<file path="src/hdl/upr_pkg.sv">
// Shared types, widths, codes and reset values of the ultrasonic parking ranger.
// No dependencies; every other RTL file imports this package.
package upr_pkg;

  localparam int COUNT_W    = 24;
  localparam int TIMER_W    = 20;
  localparam int DIST_W     = 16;
  localparam int SCALE_W    = 16;
  localparam int PROD_W     = COUNT_W + SCALE_W;
  localparam int CFG_DATA_W = 20;
  localparam int CFG_IDX_W  = 3;
  localparam int LAMP_W     = 3;

  // Register indexes of the configuration port
  localparam logic [CFG_IDX_W-1:0] CFG_TRIGGER_TICKS = 3'd0;
  localparam logic [CFG_IDX_W-1:0] CFG_CM_PER_TICK   = 3'd1;
  localparam logic [CFG_IDX_W-1:0] CFG_NEAR_CM       = 3'd2;
  localparam logic [CFG_IDX_W-1:0] CFG_FAR_CM        = 3'd3;
  localparam logic [CFG_IDX_W-1:0] CFG_BUZZ_TICKS    = 3'd4;

  // Register reset values
  localparam logic [TIMER_W-1:0] RST_TRIGGER_TICKS = 20'd10000;
  localparam logic [SCALE_W-1:0] RST_CM_PER_TICK   = 16'd1124;
  localparam logic [DIST_W-1:0]  RST_NEAR_CM       = 16'd10;
  localparam logic [DIST_W-1:0]  RST_FAR_CM        = 16'd60;
  localparam logic [TIMER_W-1:0] RST_BUZZ_TICKS    = 20'd300000;

  // One-hot lamp codes, with all zeros for off
  localparam logic [LAMP_W-1:0] LAMP_OFF    = 3'b000;
  localparam logic [LAMP_W-1:0] LAMP_RED    = 3'b001;
  localparam logic [LAMP_W-1:0] LAMP_YELLOW = 3'b010;
  localparam logic [LAMP_W-1:0] LAMP_GREEN  = 3'b100;

  typedef enum logic [2:0] {
    PH_IDLE  = 3'd0,
    PH_TRIG  = 3'd1,
    PH_WAIT  = 3'd2,
    PH_COUNT = 3'd3,
    PH_BUZZ  = 3'd4
  } phase_t;

  // One sampled tick of the sensor pins
  typedef struct packed {
    logic motion;
    logic echo;
  } tick_t;

  // Live configuration
  typedef struct packed {
    logic [TIMER_W-1:0] trigger_ticks;
    logic [SCALE_W-1:0] cm_per_tick;
    logic [DIST_W-1:0]  near_cm;
    logic [DIST_W-1:0]  far_cm;
    logic [TIMER_W-1:0] buzz_ticks;
  } cfg_t;

endpackage

</file>
<file path="src/hdl/upr_cfg_regs.sv">
// Configuration register file of the ultrasonic parking ranger.
// Depends on upr_pkg for the register indexes, widths and reset values.
module upr_cfg_regs import upr_pkg::*; (
  input  logic                  clk,
  input  logic                  rst_n,
  input  logic                  cfg_valid,
  output logic                  cfg_ready,
  input  logic [CFG_IDX_W-1:0]  cfg_index,
  input  logic [CFG_DATA_W-1:0] cfg_data,
  output cfg_t                  cfg
);

  cfg_t cfg_r;

  // Always take a write beat
  assign cfg_ready = 1'b1;
  assign cfg     = cfg_r;

  // Decode the index; drop writes beyond the last register
  always_ff @(posedge clk) begin
    if (!rst_n) begin
      cfg_r.trigger_ticks <= RST_TRIGGER_TICKS;
      cfg_r.cm_per_tick   <= RST_CM_PER_TICK;
      cfg_r.near_cm       <= RST_NEAR_CM;
      cfg_r.far_cm        <= RST_FAR_CM;
      cfg_r.buzz_ticks    <= RST_BUZZ_TICKS;
    end else if (cfg_valid) begin
      case (cfg_index)
        CFG_TRIGGER_TICKS: cfg_r.trigger_ticks <= cfg_data[TIMER_W-1:0];
        CFG_CM_PER_TICK:   cfg_r.cm_per_tick   <= cfg_data[SCALE_W-1:0];
        CFG_NEAR_CM:       cfg_r.near_cm       <= cfg_data[DIST_W-1:0];
        CFG_FAR_CM:        cfg_r.far_cm        <= cfg_data[DIST_W-1:0];
        CFG_BUZZ_TICKS:    cfg_r.buzz_ticks    <= cfg_data[TIMER_W-1:0];
        default: begin
        end
      endcase
    end
  end

endmodule

</file>
<file path="src/hdl/upr_in_reg.sv">
// Input register of the ultrasonic parking ranger: holds one sampled tick.
// Depends on upr_pkg for tick_t.
module upr_in_reg import upr_pkg::*; (
  input  logic  clk,
  input  logic  rst_n,
  input  logic  in_valid,
  output logic  in_ready,
  input  logic  in_motion,
  input  logic  in_echo,
  output logic  s1_valid,
  output tick_t s1_tick,
  input  logic  s1_take
);

  logic  valid_r;
  tick_t tick_r;

  // Accept a new beat when empty or when the held one moves on this cycle
  assign in_ready = !valid_r || s1_take;
  assign s1_valid = valid_r;
  assign s1_tick  = tick_r;

  always_ff @(posedge clk) begin
    if (!rst_n) begin
      valid_r <= 1'b0;
    end else if (in_ready) begin
      valid_r <= in_valid;
    end
  end

  // Payload: load on accept, hold otherwise
  always_ff @(posedge clk) begin
    if (in_valid && in_ready) begin
      tick_r.motion <= in_motion;
      tick_r.echo   <= in_echo;
    end
  end

endmodule

</file>
<file path="src/hdl/upr_core.sv">
// Ranging sequencer and result register of the ultrasonic parking ranger.
// Depends on upr_pkg for phase_t, tick_t, cfg_t, lamp codes and widths.
module upr_core import upr_pkg::*; (
  input  logic              clk,
  input  logic              rst_n,
  input  logic              s1_valid,
  input  tick_t             s1_tick,
  output logic              s1_take,
  input  cfg_t              cfg,
  output logic              out_valid,
  input  logic              out_ready,
  output logic              out_trigger,
  output logic              out_led_red,
  output logic              out_led_yellow,
  output logic              out_led_green,
  output logic              out_buzzer,
  output logic [DIST_W-1:0] out_distance_cm,
  output logic              out_measure_done,
  output logic              out_busy_res
);

  phase_t              phase_r,  phase_nxt;
  logic [TIMER_W-1:0]  timer_r,  timer_nxt;
  logic [COUNT_W-1:0]  count_r,  count_nxt;
  logic [LAMP_W-1:0]   lamp_r,   lamp_nxt;
  logic [DIST_W-1:0]   dist_r,   dist_nxt;
  logic                done_r,   done_nxt;
  logic                valid_r;

  logic [PROD_W-1:0]   prod;
  logic [DIST_W-1:0]   dist_sat;
  logic                is_near;
  logic                is_mid;

  // Advance one tick when the result register is free or being drained
  assign s1_take = s1_valid && (!valid_r || out_ready);

  // Scale the echo width to centimetres and saturate
  assign prod     = PROD_W'(count_r) * PROD_W'(cfg.cm_per_tick);
  assign dist_sat = (|prod[PROD_W-1:SCALE_W+DIST_W]) ? {DIST_W{1'b1}}
                                                      : prod[SCALE_W+DIST_W-1:SCALE_W];
  assign is_near  = dist_sat < cfg.near_cm;
  assign is_mid   = dist_sat < cfg.far_cm;

  // Next state for one tick
  always_comb begin
    phase_nxt = phase_r;
    timer_nxt = timer_r;
    count_nxt = count_r;
    lamp_nxt  = lamp_r;
    dist_nxt  = dist_r;
    done_nxt  = 1'b0;
    case (phase_r)
      PH_TRIG: begin
        if (timer_r <= TIMER_W'(1)) begin
          phase_nxt = PH_WAIT;
          timer_nxt = '0;
        end else begin
          timer_nxt = timer_r - TIMER_W'(1);
        end
      end
      PH_WAIT: begin
        if (s1_tick.echo) begin
          phase_nxt = PH_COUNT;
          count_nxt = COUNT_W'(1);
        end
      end
      PH_COUNT: begin
        if (s1_tick.echo) begin
          if (count_r != {COUNT_W{1'b1}}) begin
            count_nxt = count_r + COUNT_W'(1);
          end
        end else begin
          dist_nxt = dist_sat;
          done_nxt = 1'b1;
          if (is_near) begin
            lamp_nxt = LAMP_RED;
          end else if (is_mid) begin
            lamp_nxt = LAMP_YELLOW;
          end else begin
            lamp_nxt = LAMP_GREEN;
          end
          if (is_near && (cfg.buzz_ticks != '0)) begin
            phase_nxt = PH_BUZZ;
            timer_nxt = cfg.buzz_ticks;
          end else begin
            phase_nxt = PH_IDLE;
            timer_nxt = '0;
          end
        end
      end
      PH_BUZZ: begin
        if (timer_r <= TIMER_W'(1)) begin
          phase_nxt = PH_IDLE;
          timer_nxt = '0;
        end else begin
          timer_nxt = timer_r - TIMER_W'(1);
        end
      end
      default: begin
        phase_nxt = PH_IDLE;
        if (s1_tick.motion) begin
          phase_nxt = PH_TRIG;
          timer_nxt = (cfg.trigger_ticks == '0) ? TIMER_W'(1) : cfg.trigger_ticks;
          count_nxt = '0;
        end
      end
    endcase
  end

  // State doubles as the result register: it only moves on an advance
  always_ff @(posedge clk) begin
    if (!rst_n) begin
      phase_r <= PH_IDLE;
      timer_r <= '0;
      count_r <= '0;
      lamp_r  <= LAMP_OFF;
      dist_r  <= '0;
      done_r  <= 1'b0;
    end else if (s1_take) begin
      phase_r <= phase_nxt;
      timer_r <= timer_nxt;
      count_r <= count_nxt;
      lamp_r  <= lamp_nxt;
      dist_r  <= dist_nxt;
      done_r  <= done_nxt;
    end
  end

  // Result beat valid: set on advance, clear once taken
  always_ff @(posedge clk) begin
    if (!rst_n) begin
      valid_r <= 1'b0;
    end else if (s1_take) begin
      valid_r <= 1'b1;
    end else if (out_ready) begin
      valid_r <= 1'b0;
    end
  end

  assign out_valid        = valid_r;
  assign out_trigger      = (phase_r == PH_TRIG);
  assign out_led_red      = |(lamp_r & LAMP_RED);
  assign out_led_yellow   = |(lamp_r & LAMP_YELLOW);
  assign out_led_green    = |(lamp_r & LAMP_GREEN);
  assign out_buzzer       = (phase_r == PH_BUZZ);
  assign out_distance_cm  = dist_r;
  assign out_measure_done = done_r;
  assign out_busy_res     = (phase_r != PH_IDLE);

endmodule

</file>
<file path="src/hdl/ultrasonic_parking_ranger.sv">
// Top level of the ultrasonic parking ranger: input register, sequencer, config.
// Depends on upr_pkg, upr_in_reg, upr_core and upr_cfg_regs.
//
//   channel  | handshake              | beat contents
//   ---------+------------------------+---------------------------------------------
//   in_      | in_valid / in_ready    | motion, echo (one sampled tick)
//   out_     | out_valid / out_ready  | trigger, three LEDs, buzzer, distance_cm,
//            |                        | measure_done, busy_res
//   cfg_     | cfg_valid / cfg_ready  | cfg_index (3 bit), cfg_data (20 bit)
//
// One tick per clock sustained while out_ready stays high: an input beat lands in
// the input register, then updates the sequencer state (the result register) once
// the out channel is free or draining; out_valid is set on that advance. The
// distance multiply (24 x 16) and the threshold compares sit in that single step.
// A stalled out channel holds the result and the input register; in_ready
// drops only when both are full. cfg_ready is always high.
// Reset (rst_n low, synchronous) sets idle, LEDs off, distance zero.
module ultrasonic_parking_ranger import upr_pkg::*; (
  input  logic                  clk,
  input  logic                  rst_n,
  input  logic                  in_valid,
  output logic                  in_ready,
  input  logic                  in_motion,
  input  logic                  in_echo,
  output logic                  out_valid,
  input  logic                  out_ready,
  output logic                  out_trigger,
  output logic                  out_led_red,
  output logic                  out_led_yellow,
  output logic                  out_led_green,
  output logic                  out_buzzer,
  output logic [DIST_W-1:0]     out_distance_cm,
  output logic                  out_measure_done,
  output logic                  out_busy_res,
  input  logic                  cfg_valid,
  output logic                  cfg_ready,
  input  logic [CFG_IDX_W-1:0]  cfg_index,
  input  logic [CFG_DATA_W-1:0] cfg_data
);

  logic  s1_valid;
  tick_t s1_tick;
  logic  s1_take;
  cfg_t  cfg;

  upr_cfg_regs u_cfg (
    .clk       (clk),
    .rst_n     (rst_n),
    .cfg_valid (cfg_valid),
    .cfg_ready (cfg_ready),
    .cfg_index (cfg_index),
    .cfg_data  (cfg_data),
    .cfg       (cfg)
  );

  upr_in_reg u_in (
    .clk       (clk),
    .rst_n     (rst_n),
    .in_valid  (in_valid),
    .in_ready  (in_ready),
    .in_motion (in_motion),
    .in_echo   (in_echo),
    .s1_valid  (s1_valid),
    .s1_tick   (s1_tick),
    .s1_take   (s1_take)
  );

  upr_core u_core (
    .clk              (clk),
    .rst_n            (rst_n),
    .s1_valid         (s1_valid),
    .s1_tick          (s1_tick),
    .s1_take          (s1_take),
    .cfg              (cfg),
    .out_valid        (out_valid),
    .out_ready        (out_ready),
    .out_trigger      (out_trigger),
    .out_led_red      (out_led_red),
    .out_led_yellow   (out_led_yellow),
    .out_led_green    (out_led_green),
    .out_buzzer       (out_buzzer),
    .out_distance_cm  (out_distance_cm),
    .out_measure_done (out_measure_done),
    .out_busy_res     (out_busy_res)
  );

endmodule

</file>
<file path="config.mk">
export PLATFORM = sky130hd
export DESIGN_NAME = ultrasonic_parking_ranger
export DESIGN_NICKNAME = d
export VERILOG_FILES = /design/src/hdl/upr_pkg.sv /design/src/hdl/upr_cfg_regs.sv /design/src/hdl/upr_in_reg.sv /design/src/hdl/upr_core.sv /design/src/hdl/ultrasonic_parking_ranger.sv
export SDC_FILE = /design/constraint.sdc
export NUM_CORES = 1
export LEC_CHECK = 0
export ABC_AREA = 0
export ABC_CLOCK_PERIOD_IN_PS = 10720
export BUFFER_PORTS_ARGS = -buffer_cell sky130_fd_sc_hd__buf_2
export CAP_MARGIN = 10
export CORE_MARGIN = 2
export CORE_UTILIZATION = 35
export DETAILED_ROUTE_END_ITERATION = 6
export PLACE_DENSITY = 0.61
export SYNTH_ARGS = -nofsm -noshare
export SYNTH_HDL_FRONTEND = slang
export SYNTH_SLANG_ARGS = --single-unit
</file>
<file path="constraint.sdc">
create_clock -name clk -period 10.72 [get_ports clk]
set_input_delay 2.144 -clock clk [delete_from_list [all_inputs] [get_ports clk]]
set_output_delay 2.144 -clock clk [all_outputs]
set_load 0.05 [all_outputs]
</file>
# [After elaboration in Yosys (flattened, before gate mapping)]
# Cells that the tools add are included.
[op_classes] addsub=2 n_mul=1 magnitude_cmp=3 n_eq_ne=15 n_mux=25 bitwise=3 reduce_logical=25
[op_table] operator="$mux 20" count=5
[op_table] operator="$mux 24" count=4
[op_table] operator="$pmux 24 s3" count=1
[op_table] operator="$pmux 20 s3" count=1
[op_table] operator="$mul 24x16->40" count=1
[op_table] operator="$lt 16x16->1" count=2
[op_table] operator="$add 24x1->24 const B" count=1
[op_table] operator="$ne 24x24->1 const B" count=1
[op_table] operator="$mux 3" count=7
[op_table] operator="$le 20x1->1 const B" count=1
[op_table] operator="$logic_not 20->1" count=1
[op_table] operator="$reduce_bool 20->1" count=1
[op_table] operator="$sub 20x1->20 const B" count=1
[op_table] operator="$mux 16" count=1
[op_table] operator="$eq 3x2->1 const B" count=4
[op_table] operator="$pmux 3 s4" count=1
[op_table] operator="$reduce_and 2->1" count=5
[op_table] operator="$reduce_bool 3->1" count=3
[op_table] operator="$reduce_or 8->1" count=1
[op_table] operator="$eq 3x1->1 const B" count=2
[op_table] operator="$eq 3x3->1 const B" count=2
[op_table] operator="$ne 2x1->1 const B" count=3
[op_table] operator="$ne 2x2->1 const B" count=3
[op_table] operator="$reduce_and 6->1" count=1
[op_table] operator="11 further kinds" count=21
[word_totals] register_bits=159 inputBits=30 out_inout_bits=26 wordCells=89

# [Longest topological paths before layout]
[depth] ltp_word=8 depth_mapped=38 ltp_nobuf=34

# [By module]
# A second synthesis with hierarchy kept.
[unflattened] cells_unflattened=2445 area_unflattened_um2=20895.0
[by_module_without_submodules] mod="upr_core" n_inst=1 cells_per_inst=2106 area_per_inst_um2=17336.6 seq_area_each_um2=1361.3
[by_module_without_submodules] mod="upr_cfg_regs" n_inst=1 cells_per_inst=332 area_per_inst_um2=3440.8 seq_area_each_um2=1761.7
[by_module_without_submodules] mod="upr_in_reg" n_inst=1 cells_per_inst=7 area_per_inst_um2=117.6 seq_area_each_um2=80.1

# [Worst setup path before layout]
# OpenSTA, ideal clock, no wires.
[synth_timing] kind="reg-to-reg" start="register u_core.count_r[14]" end="register u_core.timer_r[18]" setup_ns=0.085 t_arrival_ns=8.465 required_ns=10.635 slack_ns=2.170 stages_incl_launch_ff=38 path_buffers=4 period_less_slack_ns=8.550 path_cell_list="dfxtp_1 -> clkbuf_1 -> clkbuf_1 -> nand2_1 -> fa_1 -> inv_1 -> fa_1 -> inv_1 -> fa_1 -> inv_1 -> fa_1 -> fa_1 -> inv_1 -> fa_1 -> inv_1 -> ha_1 -> nand4_1 -> a2111oi_2 -> [... 2 more ...] -> o21ai_1 -> xnor2_1 -> nor4_4 -> nand4b_4 -> clkbuf_1 -> or2_1 -> ha_1 -> a21o_1 -> a21o_1 -> a21oi_1 -> o21ai_0 -> a221oi_1 -> nand4_1 -> o21ba_2 -> and4_1 -> nor2_2 -> buf_6 -> o31ai_2"
[synth_between] elab_chain_cells=8
[synth_lines] item="from (decl)" line_no="upr_core.sv:24" source="logic [COUNT_W-1:0] count_r, count_nxt;"
[synth_lines] item="from (signal assigned)" line_no="upr_core.sv:123" source="count_r <= count_nxt;"
[synth_lines] item="$mul 24x16->40 *" line_no="upr_core.sv:39" source="assign prod = PROD_W'(count_r) * PROD_W'(cfg.cm_per_tick);"
[synth_lines] item="$reduce_or 8->1" line_no="upr_core.sv:40" source="assign dist_sat = (|prod[PROD_W-1:SCALE_W+DIST_W]) ? {DIST_W{1'b1}}"
[synth_lines] item="$mux 16 *" line_no="upr_core.sv:40"
[synth_lines] item="named net u_core.dist_sat[9]" line_no="upr_core.sv:31" source="logic [DIST_W-1:0] dist_sat;"
[synth_lines] item="$lt 16x16->1 *" line_no="upr_core.sv:42" source="assign is_near = dist_sat < cfg.near_cm;"
[synth_lines] item="$logic_and 1x1->1 *" line_no="upr_core.sv:83" source="if (is_near && (cfg.buzz_ticks != '0)) begin"
[synth_lines] item="$mux 20 *" line_no="upr_core.sv:83"
[synth_lines] item="$mux 20 *" line_no="upr_core.sv:69" source="if (s1_tick.echo) begin"
[synth_lines] item="$pmux 20 s3 *" line_no="upr_core.sv:53" source="case (phase_r)"
[synth_lines] item="to (signal assigned)" line_no="upr_core.sv:122" source="timer_r <= timer_nxt;"
[synth_lines] item="to (decl)" line_no="upr_core.sv:23" source="logic [TIMER_W-1:0] timer_r, timer_nxt;"
# Mark *: on every way through the listed nets, which the timed path passes. The rest lies on a longest branch. The select of a mux whose other input is x is not followed.
# A chain may end at the register's enable or synchronous reset.

# [Worst setup path in the final report]
[layout_timing] start="register u_cfg.cfg_r (netlist bit u_cfg.cfg[59])" end="register u_core.phase_r[2]"
[layout_between] elab_chain_cells=8
[layout_lines] item="from (decl)" line_no="upr_cfg_regs.sv:13" source="cfg_t cfg_r;"
[layout_lines] item="$mul 24x16->40 *" line_no="upr_core.sv:39"
[layout_lines] item="$reduce_or 8->1" line_no="upr_core.sv:40"
[layout_lines] item="$mux 16 *" line_no="upr_core.sv:40"
[layout_lines] item="named net u_core.dist_sat[9]" line_no="upr_core.sv:31"
[layout_lines] item="$lt 16x16->1 *" line_no="upr_core.sv:42"
[layout_lines] item="$logic_and 1x1->1 *" line_no="upr_core.sv:83"
[layout_lines] item="$mux 3 *" line_no="upr_core.sv:83"
[layout_lines] item="$mux 3 *" line_no="upr_core.sv:69"
[layout_lines] item="$pmux 3 s4 *" line_no="upr_core.sv:53"
[layout_lines] item="to (signal assigned)" line_no="upr_core.sv:121" source="phase_r <= phase_nxt;"
[layout_lines] item="to (decl)" line_no="upr_core.sv:22" source="phase_t phase_r, phase_nxt;"
# Marks and branches as above.

==> summary.md <==
| Metric | Value |
|---|---|
| Status | finished, final reports clean |
| Root Buffer | clkbuf_16 |
| GRT Overall Usage | about a fifth |
| Largest stage delay on the critical path | 1.03 ns |
| Synth Flop Type | dfxtp_1 |
| Setup ws final | 0.536 ns |
| Post-Synth Simple-Gate Area | a little under a quarter |
| Worst skew pair latency | ~0.44 ns |
| RSZ-0062 raised after global routing | no |
| CTS tree | built |
| Sequential share of power | between 40 and 50% |
| Critical path arrival | 10.54 ns |
| Final WL | 56300 um |
| Ys async rst share | 0% |
| Post-synth EDFFs | 2 |
| DRC | 0 |
| Number of CTS-inserted buffers | 17 |
| Clk slew on worst S/H paths | around 0.07 ns |
| Placed inst area | roughly 22000 um2 |
| Die Area | 61200 um2 |
| Mux contribution to synthesized area | 0.242% |
| RR Endpoint | u_core.phase_r[2]$_SDFFE_PN0P_ |
| Endpoints failing hold | 0 |
| Critical Path Sink Type | register |
| Worst VDD drop | 0.0863 mV |
| Synth Area in XOR/XNOR | 2.33% |
| Met1 GRT Util | 26.6% |
| Gr busiest metal | met2 |
| Hold Crit Start | u_cfg.cfg[51]$_SDFFE_PN0P_ |
| Period minus WS final | 10.18 ns |
| CP max FO | 35 |
| R2R setup slack | 0.54 ns |
| Post-Layout Inst Area | around 22000 um2 |
| Row cnt | 89 |
| Cell with the most instances after synthesis | nand2_1 |
| # placed instances | 3243 |
| Grt total ovfl | 0 |
| Dpl ws | 0.631 ns |
| Clock tree sinks | ~160 |
| Synth top cells by count | nand2_1, inv_1, fa_1, and2_1, dfxtp_1 |
| FF-to-FF Start | u_cfg.cfg[59]$_SDFFE_PN0P_ |
| Final net count | 2966 |
| Post-DRT Antenna Nets | 0 |
| Hold endpoint | u_cfg.cfg[51]$_SDFFE_PN0P_ |
| NetSw | 0.382 mW |
| Area Growth Syn to Fin | 6.71% |
| Clk_skew | a little under 0.009 ns |
| Avg Cell Area, Syn | between 8 and 9 um2 |
| Share of the synthesized area in the top cell type | 29.5% |
| Pwr/cell area | 61.7 nW/um2 |
| First DRT Iteration DRCs | 936 |
| Crit share post-route | 95.0% |
| Tightest Pin Transition | 1.30 ns |
| Gate power share | 9.1% |
| Core Box Area | 58800 um2 |
| Net Sw Frac | between 20% and 30% |
| Worst Path Required | 11.07 ns |
| Hold path depth | 2 |
| Largest family of logic cells by synthesized area | adder cells |
| GR Util met2 | between 30% and 40% |
| Setup-failing EPs final | 0 |
| Yosys top cell by area | fa_1 |
| Via density | 5.07 |
| Setup crit start kind | register |
| Sequential area share after synthesis | between 10% and 20% |
| Setup TNS | 0 ns |
| Vias in the first global route | 17325 |
| Hold_ws | ~0.47 ns |
| # fillers | 6089 |
| Global-route wire length before repair | 93200 um |
| Most used cell, CP | fa_1 |
| F_max | slightly below 100 MHz |
| Rel. slew slack | 13.2% |
| Chip Width | roughly 250 um |
| Hold_buf cts | 0 |
| Power Total | between 1 and 1.5 mW |
| Clock power share | approximately 45% |
| Initial Util | 35.2% |
| Die height | 247 um |
| Reg2reg path depth | 33 |
| Synth Warn # | 0 |
| Hold WC Path Type | reg -> reg |
| Final HPWL DP | between 40000 and 50000 um |
| Max Cap Viol | 0 |
| Vias | 16597 |
| Synth Area in Compound Gates | 11.2% |
| Routability Congestion | 0.889 |
| Largest net degree at the start of global routing | 104 |
| Worst Path Class, Setup | reg -> reg |
| Mapped Area | about 21000 um2 |
| Number of post-CTS setup repair buffers | 0 |
| Buffers on Ports | 54 |
| Synth Register Bits | roughly 160 |
| Netlist cell types | 77 |
| Syn nets | 3023 |
| # resized after CTS | 0 |
| Routed WL per cell | 17.2 um |
| Initial antenna violation count | 0 |
| Cell Int Power | ~1 mW |
| I/O pin count | 56 |
| # H-tree levels | 4 |
| Ant. Diodes | 0 |
| Leakage | 9.94 nW |
| Met3 usage | 2.02% |
| Drt first pass iters | 5 |
| Top cells by area, synth | fa_1, dfxtp_1, nand2_1 |
| Share of post-route cells with drive strength above 1 | 5.80% |
| Finished Layout Cells | 3275 |
| Adder-cell share of the synthesized area | 38.0% |
| Max Root-Sink Buffers | 2 |
| Final Util | 37.6% |
| Syn Inst Count | approximately 2500 |
| Slew Viols, Final | 0 |
| Slowest CP cell | dfxtp_1 |
power groups by stage:
| stage | Combinational (mW) | Sequential (mW) | Clock, mW |
|---|---|---|---|
| floorplan | 0.0891 | 0.628 | 0 |
| global placement | 0.120 | 0.638 | 0 |
| detailed placement | 0.123 | 0.639 | 0 |
| CTS | 0.124 | 0.626 | 0.620 |
| global route | 0.137 | 0.628 | 0.651 |
| finish | 0.124 | 0.626 | 0.614 |
area by class of cell:
cell class	instances	area, um2	share of cell area (%)
Multi-Input combinational cell	1836	15400	69.8
Sequential cell	159	3200	14.5
Inverter	397	1490	6.74
Tap cell	773	967	4.37
Timing Repair Buffer	78	453	2.05
Clock buffer	20	447	2.02
Clock inverter	12	125	0.566
sequential cells by signal (all words and copies together), names as in the netlist:
| signal | count |
|---|---|
| u_core.phase_r | 3 |
| u_core.out_measure_done | 1 |
| u_cfg.cfg | 88 |
| u_core.timer_r | 20 |
| u_core.count_r | 24 |
| u_core.lamp_r | 3 |
| u_core.out_distance_cm | 16 |
| u_in.s1_tick | 2 |
| u_in.s1_valid | 1 |
| u_core.out_valid | 1 |
per-layer routing:
layer	part of all wire [%]	routed length, um
met5	0	0
met4	1.6	909
met3	4.8	2730
met2	48	27000
met1	46	25700
placed cells by master, fill, tap and decap left out, types with 13 or more instances in the layout:
| cell | Yosys | final |
|---|---|---|
| and2_1 | 186 | 186 |
| inv_1 | 397 | 397 |
| nand2_1 | 479 | 479 |
| dfxtp_1 | 157 | 157 |
| fa_1 | 305 | 305 |
| o311a_1 | 13 | 13 |
| xor2_1 | 22 | 22 |
| nor3_1 | 29 | 28 |
| a21oi_1 | 67 | 67 |
| a21boi_0 | 68 | 68 |
| nor2b_1 | 13 | 13 |
| buf_4 | 2 | 25 |
| nand4_1 | 27 | 27 |
| nor4_1 | 19 | 19 |
| nand2b_1 | 20 | 20 |
| o21ai_1 | 16 | 17 |
| o21ai_0 | 79 | 78 |
| nand3_1 | 50 | 50 |
| clkbuf_16 | 0 | 17 |
| buf_2 | 11 | 53 |
| nor2_1 | 106 | 106 |
| xnor2_1 | 33 | 33 |
| and3_1 | 16 | 16 |
| a21o_1 | 13 | 13 |
| ha_1 | 142 | 142 |
worst max path at each step:
| stage | start | to |
|---|---|---|
| detailed placement | u_cfg.cfg[59]$_SDFFE_PN0P_ | u_core.phase_r[2]$_SDFFE_PN0P_ |
| CTS | u_cfg.cfg[59]$_SDFFE_PN0P_ | u_core.phase_r[2]$_SDFFE_PN0P_ |
| global placement | u_cfg.cfg[59]$_SDFFE_PN0P_ | u_core.phase_r[2]$_SDFFE_PN0P_ |
| finish | u_cfg.cfg[59]$_SDFFE_PN0P_ | u_core.phase_r[2]$_SDFFE_PN0P_ |
| global route | u_cfg.cfg[59]$_SDFFE_PN0P_ | u_core.timer_r[6]$_SDFFE_PN0P_ |
| floorplan | u_core.count_r[14]$_SDFFE_PN0P_ | u_core.timer_r[18]$_SDFFE_PN0P_ |
worst max-delay path: cells and delay by family, from the launching register on:
family                     cells  cell delay [ns]
buffers and inverters          6             0.86
adders and majority gates      8             3.80
and+or+nand+nor                9             2.27
xor gates and xnor gates       1             0.17
AOI/OAI and AO/OA              9             1.93
DFF                            1             1.03
cells by family after synthesis:
| group | Yosys count |
|---|---|
| compound gates | 342 |
| xor+xnor | 55 |
| fa+ha+maj | 447 |
| buf+inv | 551 |
| flops | 159 |
| mux | 5 |
| other cells | 1 |
| simple gates | 986 |
Power figures use the tool's default switching activity.
